## config.mk

```make
export PLATFORM = sky130hd
export DESIGN_NAME = round_robin_burst_interleaver_unit
export DESIGN_NICKNAME = d
export VERILOG_FILES = /design/src/rrbi_pkg.sv /design/src/rrbi_ram.sv /design/src/rrbi_front.sv /design/src/rrbi_back.sv /design/src/round_robin_burst_interleaver_unit.sv
export SDC_FILE = /design/constraint.sdc
export NUM_CORES = 2
export LEC_CHECK = 0
export ABC_AREA = 0
export BUFFER_PORTS_ARGS = -buffer_cell sky130_fd_sc_hd__buf_4
export CAP_MARGIN = 5
export CORE_UTILIZATION = 40
export CTS_BUF_LIST = sky130_fd_sc_hd__clkbuf_4
export DETAILED_ROUTE_END_ITERATION = 7
export PLACE_DENSITY_LB_ADDON = 0.3
export REMOVE_ABC_BUFFERS = 1
export SYNTH_ARGS = -nofsm -noshare
export SYNTH_HDL_FRONTEND = slang
export SYNTH_SLANG_ARGS = --single-unit
```

## constraint.sdc

```tcl
create_clock -name clk -period 8.8 [get_ports clk]
set_input_delay 0.88 -clock clk [delete_from_list [all_inputs] [get_ports clk]]
set_output_delay 0.88 -clock clk [all_outputs]
set_load 0.005 [all_outputs]
```

## src/rrbi_pkg.sv

```systemverilog
package rrbi_pkg;

	localparam int NUM_QUEUES  = 8;
	localparam int QUEUE_DEPTH = 16;

	localparam int QW     = $clog2(NUM_QUEUES);
	localparam int PTR_W  = $clog2(QUEUE_DEPTH);
	localparam int CNT_W  = $clog2(QUEUE_DEPTH + 1);
	localparam int RAM_DEPTH = NUM_QUEUES * QUEUE_DEPTH;
	localparam int ADDR_W = $clog2(RAM_DEPTH);
	localparam int BURST_W = 5;
	localparam int FQ_DEPTH = 2;

	localparam logic       CMD_PUSH   = 1'b0;
	localparam logic       CMD_PULL   = 1'b1;
	localparam logic [1:0] STAT_OK    = 2'd0;
	localparam logic [1:0] STAT_FULL  = 2'd1;
	localparam logic [1:0] STAT_EMPTY = 2'd2;

	typedef struct packed {
		logic       cmd;
		logic [2:0] queue_index;
		logic [7:0] push_value;
	} request_t;

	typedef struct packed {
		logic [1:0] status;
		logic [7:0] out_value;
		logic [2:0] out_queue;
	} result_t;

	typedef enum logic {
		OP_PUSH,
		OP_PULL
	} op_kind_t;

	typedef struct packed {
		op_kind_t   kind;
		logic       bad_index;
		logic [2:0] queue_index;
		logic [7:0] push_value;
	} op_t;

	function automatic logic [QW-1:0] next_queue(input logic [QW-1:0] q);
		logic [QW-1:0] r;
		if (q == QW'(NUM_QUEUES - 1)) begin
			r = '0;
		end else begin
			r = q + QW'(1);
		end
		return r;
	endfunction

	function automatic logic [PTR_W-1:0] next_ptr(input logic [PTR_W-1:0] p);
		logic [PTR_W-1:0] r;
		if (p == PTR_W'(QUEUE_DEPTH - 1)) begin
			r = '0;
		end else begin
			r = p + PTR_W'(1);
		end
		return r;
	endfunction

	function automatic logic [ADDR_W-1:0] ram_addr(input logic [QW-1:0] q,
		input logic [PTR_W-1:0] p);
		return ADDR_W'(ADDR_W'(q) * ADDR_W'(QUEUE_DEPTH)) + ADDR_W'(p);
	endfunction

endpackage

```

## src/rrbi_ram.sv

```systemverilog
module rrbi_ram #(
	parameter int WIDTH = 8,
	parameter int DEPTH = 128
) (
	input  logic                     clk,
	input  logic                     we,
	input  logic [$clog2(DEPTH)-1:0] waddr,
	input  logic [WIDTH-1:0]         wdata,
	input  logic [$clog2(DEPTH)-1:0] raddr,
	output logic [WIDTH-1:0]         rdata
);

	logic [WIDTH-1:0] mem_q [DEPTH];

	always_ff @(posedge clk) begin
		if (we) begin
			mem_q[waddr] <= wdata;
		end
		rdata <= mem_q[raddr];
	end

endmodule

```

## src/rrbi_front.sv

```systemverilog
module rrbi_front (
	input  logic              clk,
	input  logic              arst_n,
	input  logic              start,
	output logic              busy,
	input  rrbi_pkg::request_t req,
	input  logic              take,
	output logic              op_valid,
	output rrbi_pkg::op_t     op
);
	import rrbi_pkg::*;

	localparam int FP_W = $clog2(FQ_DEPTH);

	op_t              fq_mem_q [FQ_DEPTH];
	logic [FP_W-1:0]  wr_ptr_q;
	logic [FP_W-1:0]  rd_ptr_q;
	logic [FP_W:0]    cnt_q;
	logic             accept;
	logic             pop;
	op_t              new_op;

	assign busy     = (cnt_q == (FP_W+1)'(FQ_DEPTH));
	assign accept   = start && !busy;
	assign op_valid = (cnt_q != '0);
	assign pop      = take && op_valid;
	assign op       = fq_mem_q[rd_ptr_q];

	// classify the request before queueing it
	always_comb begin
		new_op.kind        = (req.cmd == CMD_PULL) ? OP_PULL : OP_PUSH;
		new_op.bad_index   = (32'(req.queue_index) >= NUM_QUEUES);
		new_op.queue_index = req.queue_index;
		new_op.push_value  = req.push_value;
	end

	always_ff @(posedge clk) begin
		if (accept) begin
			fq_mem_q[wr_ptr_q] <= new_op;
		end
	end

	always_ff @(posedge clk or negedge arst_n) begin
		if (!arst_n) begin
			wr_ptr_q <= '0;
			rd_ptr_q <= '0;
			cnt_q    <= '0;
		end else begin
			if (accept) begin
				wr_ptr_q <= (wr_ptr_q == FP_W'(FQ_DEPTH - 1)) ? '0 : wr_ptr_q + FP_W'(1);
			end
			if (pop) begin
				rd_ptr_q <= (rd_ptr_q == FP_W'(FQ_DEPTH - 1)) ? '0 : rd_ptr_q + FP_W'(1);
			end
			if (accept && !pop) begin
				cnt_q <= cnt_q + (FP_W+1)'(1);
			end else if (pop && !accept) begin
				cnt_q <= cnt_q - (FP_W+1)'(1);
			end
		end
	end

endmodule

```

## src/rrbi_back.sv

```systemverilog
module rrbi_back (
	input  logic                          clk,
	input  logic                          arst_n,
	input  logic                          cfg_we,
	input  logic [rrbi_pkg::BURST_W-1:0]  cfg_wdata,
	input  logic                          op_valid,
	input  rrbi_pkg::op_t                 op,
	output logic                          take,
	output logic                          result_valid,
	output rrbi_pkg::result_t             result
);
	import rrbi_pkg::*;

	logic [CNT_W-1:0]   fill_q [NUM_QUEUES];
	logic [PTR_W-1:0]   head_q [NUM_QUEUES];
	logic [PTR_W-1:0]   tail_q [NUM_QUEUES];
	logic [QW-1:0]      cur_q;
	logic [BURST_W-1:0] taken_q;
	logic [BURST_W-1:0] burst_q;

	logic               res_valid_s1;
	logic [1:0]         res_status_s1;
	logic [2:0]         res_queue_s1;
	logic               res_pull_s1;

	logic [NUM_QUEUES-1:0] nonempty;
	logic [BURST_W-1:0]    limit;
	logic                  adv;
	logic [QW-1:0]         q0;
	logic [QW:0]           cand;
	logic [QW-1:0]         pick;
	logic [BURST_W-1:0]    taken_inc;
	logic                  end_burst;
	logic [QW-1:0]         push_idx;
	logic                  push_ok;
	logic                  pull_ok;
	logic                  do_push;
	logic                  do_pull;
	logic [7:0]            rdata;

	assign take = op_valid;

	always_comb begin
		for (int i = 0; i < NUM_QUEUES; i++) begin
			nonempty[i] = (fill_q[i] != '0);
		end
	end

	assign limit = (burst_q == '0) ? BURST_W'(1) : burst_q;
	assign adv   = (taken_q >= limit);
	assign q0    = adv ? next_queue(cur_q) : cur_q;

	// round-robin pick: first non-empty queue at or after q0
	always_comb begin
		pick = q0;
		cand = '0;
		for (int i = NUM_QUEUES - 1; i >= 0; i--) begin
			cand = {1'b0, q0} + (QW+1)'(i);
			if (cand >= (QW+1)'(NUM_QUEUES)) begin
				cand = cand - (QW+1)'(NUM_QUEUES);
			end
			if (nonempty[cand[QW-1:0]]) begin
				pick = cand[QW-1:0];
			end
		end
	end

	assign taken_inc = (adv || !nonempty[q0]) ? BURST_W'(1) : taken_q + BURST_W'(1);
	assign end_burst = (taken_inc >= limit) || (fill_q[pick] == CNT_W'(1));

	assign push_idx = QW'(op.queue_index);
	assign push_ok  = !op.bad_index && (fill_q[push_idx] != CNT_W'(QUEUE_DEPTH));
	assign pull_ok  = |nonempty;
	assign do_push  = op_valid && (op.kind == OP_PUSH) && push_ok;
	assign do_pull  = op_valid && (op.kind == OP_PULL) && pull_ok;

	rrbi_ram #(
		.WIDTH(8),
		.DEPTH(RAM_DEPTH)
	) u_ram (
		.clk   (clk),
		.we    (do_push),
		.waddr (ram_addr(push_idx, tail_q[push_idx])),
		.wdata (op.push_value),
		.raddr (ram_addr(pick, head_q[pick])),
		.rdata (rdata)
	);

	always_ff @(posedge clk or negedge arst_n) begin
		if (!arst_n) begin
			for (int i = 0; i < NUM_QUEUES; i++) begin
				fill_q[i] <= '0;
				head_q[i] <= '0;
				tail_q[i] <= '0;
			end
			cur_q   <= '0;
			taken_q <= '0;
			burst_q <= BURST_W'(1);
		end else begin
			if (cfg_we) begin
				burst_q <= cfg_wdata;
			end
			if (do_push) begin
				tail_q[push_idx] <= next_ptr(tail_q[push_idx]);
				fill_q[push_idx] <= fill_q[push_idx] + CNT_W'(1);
			end
			if (do_pull) begin
				head_q[pick] <= next_ptr(head_q[pick]);
				fill_q[pick] <= fill_q[pick] - CNT_W'(1);
				if (end_burst) begin
					cur_q   <= next_queue(pick);
					taken_q <= '0;
				end else begin
					cur_q   <= pick;
					taken_q <= taken_inc;
				end
			end
		end
	end

	always_ff @(posedge clk or negedge arst_n) begin
		if (!arst_n) begin
			res_valid_s1 <= 1'b0;
		end else begin
			res_valid_s1 <= op_valid;
		end
	end

	always_ff @(posedge clk) begin
		res_pull_s1  <= do_pull;
		res_queue_s1 <= do_pull ? 3'(pick) : 3'd0;
		if (op.kind == OP_PUSH) begin
			res_status_s1 <= push_ok ? STAT_OK : STAT_FULL;
		end else begin
			res_status_s1 <= pull_ok ? STAT_OK : STAT_EMPTY;
		end
	end

	// ram data lands with the result stage
	assign result_valid     = res_valid_s1;
	assign result.status    = res_status_s1;
	assign result.out_value = res_pull_s1 ? rdata : 8'd0;
	assign result.out_queue = res_queue_s1;

endmodule

```

## src/round_robin_burst_interleaver_unit.sv

```systemverilog
// round-robin burst interleaver over NUM_QUEUES fifo queues of 8-bit values
//
// request channel: drive req and raise start; the request is taken at a
// rising edge where start is high and busy is low. cmd push appends
// push_value to queue_index, cmd pull returns the next value in
// round-robin order, at most burst_size values per queue before moving on.
// result channel: every request gives one result, shown on result for one
// cycle with result_valid high; there is no back-pressure on it.
// throughput: one request per cycle, set by the back end doing one queue
// update and one queue-store access each cycle; the two-entry request
// queue keeps busy low in steady use.
// configuration: cfg_we with cfg_wdata writes burst_size (0 acts as 1); the user
// writes it only while no request is outstanding, the block does not enforce it.
// reset: arst_n clears all queues, the round-robin position and burst
// count, sets burst_size to 1 and drops any queued request; no clearing
// pass is needed.
module round_robin_burst_interleaver_unit (
	input  logic                          clk,
	input  logic                          arst_n,
	input  logic                          start,
	output logic                          busy,
	input  rrbi_pkg::request_t            req,
	input  logic                          cfg_we,
	input  logic [rrbi_pkg::BURST_W-1:0]  cfg_wdata,
	output logic                          result_valid,
	output rrbi_pkg::result_t             result
);
	import rrbi_pkg::*;

	logic take;
	logic op_valid;
	op_t  op;

	rrbi_front u_front (
		.clk      (clk),
		.arst_n   (arst_n),
		.start    (start),
		.busy     (busy),
		.req      (req),
		.take     (take),
		.op_valid (op_valid),
		.op       (op)
	);

	rrbi_back u_back (
		.clk          (clk),
		.arst_n       (arst_n),
		.cfg_we       (cfg_we),
		.cfg_wdata    (cfg_wdata),
		.op_valid     (op_valid),
		.op           (op),
		.take         (take),
		.result_valid (result_valid),
		.result       (result)
	);

endmodule

```

== After elaboration in Yosys (flattened, before gate mapping) ==
Memory sizes are Yosys's and may differ from the RTL's. A register that Yosys moved wholly into a read port is not among the register bits.
Index checks and enable logic that the tools add are counted.
Storage, ports and cells
  bits in registers: 128
  latch bits: 0
  memory bits (writable): 1048
  ROM bits: 0
  input port bits: 21
  memories: 2
Operators by class
  add/sub/neg operators: 28
  $mul: 0
  divide/modulo/power cells: 0
  magnitude comparators: 23
  eq/ne operators: 7
  shift operators: 0
  muxes and demuxes: 84
  bitwise logic cells: 3
  reduce and logical (&&, ||, !) cells: 29
Memories
  u_back.u_ram.mem_q: depth 128, width 8, read ports 1, clocked after Yosys merged registers in 1, write ports 1, RTL line rrbi_ram.sv:13  | logic [WIDTH-1:0] mem_q [DEPTH];
  u_front.fq_mem_q: depth 2, width 12, read ports 1, clocked after Yosys merged registers in 0, write ports 1, RTL line rrbi_front.sv:15  | op_t fq_mem_q [FQ_DEPTH];
Operators by type and width (count)
  bitwise mux 40 bit: 2
  2-to-1 mux 40 bit: 2
  bitwise mux 32 bit: 2
  2-to-1 mux 3 bit: 20
  2-to-1 mux 5 bit: 9
  2-to-1 mux 4 bit: 10
  nonzero test 5 bit: 8
  greater-or-equal comparator 4 bit, second input constant: 9
  less-than comparator 3 x 4 -> 1 bit, second input constant: 9
  binary-select mux 5 bit (select 3 bit): 2
  demux 5 bit (select 3 bit): 2
  binary-select mux 1 bit (select 3 bit): 9
  binary-select mux 4 bit (select 3 bit): 2
  demux 4 bit (select 3 bit): 2
  subtractor 3 x 1 -> 3 bit, second input constant: 8
  2-to-1 mux 1 bit: 17
  adder 3 x 3 -> 4 bit, second input constant: 4
  adder 7 x 4 -> 7 bit: 2
  adder 5 x 1 -> 5 bit, second input constant: 2
  greater-or-equal comparator 5 bit: 2
  logical AND 1 bit: 10
  adder 3 x 2 -> 4 bit, second input constant: 2
  adder 4 x 1 -> 4 bit, second input constant: 2
  == test 4 bit, second input constant: 2
  other kinds (22): 35

== Depth between registers and ports, before layout ==
  word-level depth: 25
  mapped depth: 31
  depth with buffers taken out: 25

== Modules after synthesis ==
A second synthesis with hierarchy kept.
Unflattened totals
  cell total of the unflattened synthesis: 2705
  area, all modules: 49658.9 µm²
Modules (own cells, without submodules)
  rrbi_ram: instances 1, cells an instance 1635, area each 39665.5 µm², seq. area each 30909.6 µm²
  rrbi_back: instances 1, cells an instance 1012, area each 8912.3 µm², seq. area each 3074.2 µm²
  rrbi_front: instances 1, cells an instance 58, area each 1081.0 µm², seq. area each 820.8 µm²

== Least setup slack after synthesis ==
No wires, ideal clock.
  path type: reg2reg
  start: reg u_back.burst_q[4]
  end: reg u_back.head_q[16] in the netlist's numbering
  setup time: 0.125 ns
  data arrival time: 6.526 ns
  data required time: 8.675 ns
  slack: 2.149 ns
  cell stages (with the launch flop): 28
  period minus slack after synthesis: 6.651 ns
  path through: dfrtp_1 -> o41ai_1 -> ha_1 -> nor2b_1 -> o21a_1 -> o21ai_0 -> mux2_2 -> clkbuf_1 -> ha_1 -> buf_1 -> clkinv_1 -> mux4_2 -> mux2_2 -> o221a_4 -> or2_1 -> buf_2 -> o32ai_1 -> nor3_1 -> mux4_2 -> inv_1 -> buf_2 -> buf_1 -> buf_2 -> ha_1 -> inv_1 -> nor3_1 -> nor2_1 -> mux2_2
Between the ends
  longest elaborated chain between the ends: 25
  elaborated cells on any way between the ends: 73
Ends and longest elaborated chain
  start: declaration: RTL line rrbi_back.sv:19  | logic [BURST_W-1:0] burst_q;
  start signal: assignment: RTL line rrbi_back.sv:101  | burst_q <= cfg_wdata;
  zero test 5 bit: RTL line rrbi_back.sv:49  | assign limit = (burst_q == '0) ? BURST_W'(1) : burst_q;
  2-to-1 mux 5 bit *: RTL line rrbi_back.sv:49
  greater-or-equal comparator 5 bit *: RTL line rrbi_back.sv:50  | assign adv = (taken_q >= limit);
  2-to-1 mux 3 bit *: RTL line rrbi_back.sv:51  | assign q0 = adv ? next_queue(cur_q) : cur_q;
  adder 3 x 3 -> 4 bit: RTL line rrbi_back.sv:58  | cand = {1'b0, q0} + (QW+1)'(i);
  greater-or-equal comparator 4 bit / subtractor 3 x 1 -> 3 bit (equally long branches): RTL line rrbi_back.sv:59, rrbi_back.sv:60
  2-to-1 mux 3 bit: RTL line rrbi_back.sv:59  | if (cand >= (QW+1)'(NUM_QUEUES)) begin
  binary-select mux 1 bit (select 3 bit): RTL line rrbi_back.sv:62  | if (nonempty[cand[QW-1:0]]) begin
  [... 8 more ...]
  2-to-1 mux 3 bit *: RTL line rrbi_back.sv:62
  NOT 3 -> 4 bit (not written as such) *: RTL line rrbi_back.sv:108  | head_q[pick] <= next_ptr(head_q[pick]);
  binary-select mux 4 bit (select 3 bit): RTL line rrbi_back.sv:108
  2-to-1 mux 4 bit (not written as such) (2 in a row): RTL line rrbi_back.sv:108
  adder 4 x 1 -> 4 bit / == test 4 bit (equally long branches): RTL line rrbi_pkg.sv:59, rrbi_pkg.sv:56
  2-to-1 mux 4 bit: RTL line rrbi_pkg.sv:56  | if (p == PTR_W'(QUEUE_DEPTH - 1)) begin
  2-to-1 mux 4 bit: RTL line rrbi_back.sv:107  | if (do_pull) begin
  bitwise mux 32 bit *: RTL line rrbi_back.sv:108
  end signal: indexed assignment: RTL line rrbi_back.sv:108
  end: declaration: RTL line rrbi_back.sv:15  | logic [PTR_W-1:0] head_q [NUM_QUEUES];
Mark *: on every way between the ends. The rest lies on a longest branch, timed or not. The select of a mux whose other input is x is not followed.
A chain may end at the register's enable or synchronous reset.

== Worst setup path in the final report ==
  start: reg u_back.burst_q[4]
  end: reg u_back.u_ram.rdata[7] (read register of u_back.u_ram.mem_q)
Between the ends
  longest elaborated chain between the ends: 22
  elaborated cells on any way between the ends: 64
Ends and longest elaborated chain
  zero test 5 bit: RTL line rrbi_back.sv:49
  2-to-1 mux 5 bit *: RTL line rrbi_back.sv:49
  greater-or-equal comparator 5 bit *: RTL line rrbi_back.sv:50
  2-to-1 mux 3 bit *: RTL line rrbi_back.sv:51
  adder 3 x 3 -> 4 bit: RTL line rrbi_back.sv:58
  greater-or-equal comparator 4 bit / subtractor 3 x 1 -> 3 bit (equally long branches): RTL line rrbi_back.sv:59, rrbi_back.sv:60
  2-to-1 mux 3 bit: RTL line rrbi_back.sv:59
  binary-select mux 1 bit (select 3 bit): RTL line rrbi_back.sv:62
  2-to-1 mux 1 bit (not written as such): RTL line rrbi_back.sv:62
  2-to-1 mux 3 bit (7 in a row): RTL line rrbi_back.sv:62
  2-to-1 mux 3 bit *: RTL line rrbi_back.sv:62
  NOT 3 -> 4 bit (not written as such): RTL line rrbi_back.sv:85  | .raddr (ram_addr(pick, head_q[pick])),
  binary-select mux 4 bit (select 3 bit): RTL line rrbi_back.sv:85
  2-to-1 mux 4 bit (not written as such) (2 in a row): RTL line rrbi_back.sv:85
  adder 7 x 4 -> 7 bit *: RTL line rrbi_pkg.sv:66  | return ADDR_W'(ADDR_W'(q) * ADDR_W'(QUEUE_DEPTH)) + ADDR_W'(p);
  end: declaration: RTL line rrbi_ram.sv:10  | output logic [WIDTH-1:0] rdata
Marks and branches as above.

==> flow_metrics.py <==
metrics = {
    "grt": {
        "grt_antenna_before_repair": 6,
        "grt_max_degree": 103,
        "grt_first_pass_wirelength_um": 199000,
        "grt_use_total": 0.209,
        "grt.overflow.total": 0,
        "grt_pass1_vias": 31200,
    },
    "critical_path": {
        "crit_path_start_kind": "flip-flop",
        "ff2ff_setup_slack_ps": 530,
        "cp_max_fo": 40,
        "arrival_ps": 9320,
        "path_class": "reg2reg",
        "endpoint_kind": "flip-flop",
        "cp.required_ps": 9850,
    },
    "synth": {
        "async_flop_share": 0.103,
        "yosysSeqAreaShare": 0.688,
        "synth_cell_type_count": 85,
        "synth_ff_type": "edfxtp_1",
        "synth_area_um2": 50600,
        "synth-warning-count": 0,
        "synth-edff-count": 1048,
        "syn_inst": 3461,
        "avgSynthCellArea_um2": 14.6,
        "ys_ff_latch": 1184,
    },
    "cts": {
        "cts_made_buffers": 319,
        "post_cts_buffers": 0,
        "cts-root-buf": "clkbuf_4",
        "htreeDepth": 5,
        "clock_path_buffers": 4,
        "clkLatencyLatePin_ps": 1240,
        "clk_pin_slew_ps": 70,
        "cts_tree": "yes",
        "cts_sinks": 1184,
    },
    "placed_design": {
        "portBuffers": 35,
        "pre_cts_ws_ps": 608,
        "hpwl_um": 82300,
        "finalWeightedCongestion": 0.893,
        "dp_cells": 5031,
    },
    "job": {
        "maxCapViolCount": 0,
    },
    "sta": {
        "timing_worst_slew_pin_value_ps": 1270,
        "min_period_over_period": 0.940,
        "clock.fmax_mhz": 121,
        "relSlewSlack": 0.152,
        "drv_slew": 0,
        "fin_crit_ps": 8270,
        "hold_violations": 0,
        "rsz0062_at_grt": "no",
        "setup_viol": 0,
        "timing.final.ws_setup_ps": 531,
        "finalClockSkew_ps": 103,
    },
    "drt": {
        "viasPerCell": 5.64,
        "drt_first_pass_iters": 6,
        "wire_per_inst_um": 24.2,
        "routed_wl_um": 135000,
        "antenna_left": 0,
        "first_iter_violations": 2702,
        "vias": 31400,
        "drc_errors": 0,
    },
    "finish": {
        "drive_gt1_frac": 0.187,
        "final_util": 0.452,
        "area_growth_pct": 12.2,
        "finalNonFillerCells": 5566,
        "nets": 3772,
    },
    "floorplan": {
        "initial_utilization": 0.403,
        "ios": 36,
        "row_count": 130,
        "core_um2": 126000,
        "die_h_um": 358,
        "dieArea_um2": 128000,
        "die_w_um": 358,
    },
    "outcome": {
        "status": "complete, no violations",
    },
    "min_path": {
        "min_path_type": "in2async",
    },
}
[cells by family (layout without fill, tap and decap cells)]
family                     count (synthesis)  count (layout)  share of synthesized area
adders and majority gates                 23              23                    0.00569
buffers and inverters                    236             684                     0.0233
other                                      0               7                          0
DFF                                     1184            1184                      0.688
AOI/OAI and AO/OA                        547             547                     0.0789
xor gates and xnor gates                  24              24                    0.00416
and+or+nand+nor                          821             821                     0.0698
muxes                                    626             626                      0.130
[final timing paths]
kind                                    from                      to  cells after the start
max in group asynchronous             arst_n       u_back.head_q[20]                      3
max reg2reg                u_back.burst_q[4]   u_back.u_ram.rdata[7]                     23
min                                   arst_n        u_front.cnt_q[0]                      2
min in group clk                      req[9]  u_front.fq_mem_q[1][9]                      2
min reg2reg                u_back.tail_q[22]       u_back.tail_q[22]                      2
max                        u_back.burst_q[4]   u_back.u_ram.rdata[7]                     23
[routing by layer]
layer | vias up | global-route usage | part of all wire
met5 | - | 0 | 0
met4 | 0 | 0.0763 | 0.025
met3 | 226 | 0.0374 | 0.070
met2 | 1303 | 0.330 | 0.47
met1 | 15800 | 0.290 | 0.44
li1 | 14100 | - | -
[flip-flops by register name (all words and copies together), names as in the netlist]
| name | cells |
|---|---|
| u_back.u_ram.mem_q | 1024 |
| u_back.u_ram.rdata | 8 |
| u_back.res_pull_s1 | 1 |
| u_front.fq_mem_q | 24 |
| u_back.result_valid | 1 |
| u_back.cur_q | 3 |
| u_front.cnt_q | 2 |
| u_back.taken_q | 5 |
| u_back.res_queue_s1 | 3 |
| u_back.tail_q | 32 |
| u_back.burst_q | 5 |
| u_back.fill_q | 40 |
| u_back.res_status_s1 | 2 |
| u_back.head_q | 32 |
| u_front.wr_ptr_q | 1 |
| u_front.rd_ptr_q | 1 |
[through the flow]
step                      hold WS [ps]  setup TNS [ps]  cell area (um2)
after floorplan                    449         -341470            49500
after global placement             462               0            52800
after detailed placement           470               0            52800
after CTS                          259               0            56700
after global routing               377               0            56800
final                              335               0            56800
[cell usage after synthesis, types with 49 or more instances]
| master | number | area share |
|---|---|---|
| mux2i_1 | 535 | 0.11 |
| clkbuf_1 | 72 | 0.0053 |
| edfxtp_1 | 1048 | 0.62 |
| nand2_1 | 327 | 0.024 |
| o21ai_0 | 92 | 0.0091 |
| o22ai_1 | 81 | 0.010 |
| nor2_1 | 266 | 0.020 |
| buf_2 | 76 | 0.0075 |
| dfrtp_1 | 121 | 0.060 |
| nor3_1 | 49 | 0.0048 |
| a31oi_1 | 72 | 0.0089 |
| mux2_2 | 73 | 0.016 |
| nand3_1 | 74 | 0.0073 |
[placed cells by master, fill, tap and decap left out, types with 31 or more instances in the layout]
cell type	n
a211oi_1	33
a21oi_1	31
a311oi_1	34
a31oi_1	72
buf_4	107
clkbuf_4	461
clkinv_1	32
dfrtp_1	121
edfxtp_1	1048
mux2_2	65
mux2i_1	535
nand2_1	325
nand3_1	74
nor2_1	265
nor3_1	47
o21ai_0	92
o22ai_1	81
[cell type report]
class                           count  area [um2]
Tap cell                         1650        2060
Clock buffer                      461        3460
Multi-Input combinational cell   2041       14700
Inverter                           33         129
Fill cell                       11300       68800
Sequential cell                  1184       34800
Antenna cell                        7        17.5
Timing Repair Buffer              149        1380
Clock inverter                     41         189
[critical path, stage by stage (launching register included)]
cell	delay (ps)
dfrtp_1	400
o41ai_1	500
ha_1	320
nor2b_1	190
o21a_1	240
o21ai_0	130
mux2_2	440
ha_1	330
inv_1	120
xnor2_1	530
mux2_2	450
o221a_4	290
or2_1	450
and3_1	280
nor3_1	200
mux4_4	630
buf_12	350
buf_4	520
mux2_2	390
nor2_1	90
a211o_1	160
a31oi_1	180
a2111oi_2	750
nand4_1	150
[timing repair]
| item | in CTS | in global routing |
|---|---|---|
| endpoints found under the setup margin | 0 | 1 |
| gates resized for setup | 0 | 1 |
| hold buffers | 26 | 0 |
| endpoints found under the hold margin | 93 | 0 |
Power is not shown: default switching activity piles up to over one toggle a cycle in this logic, so the estimate is an artifact.
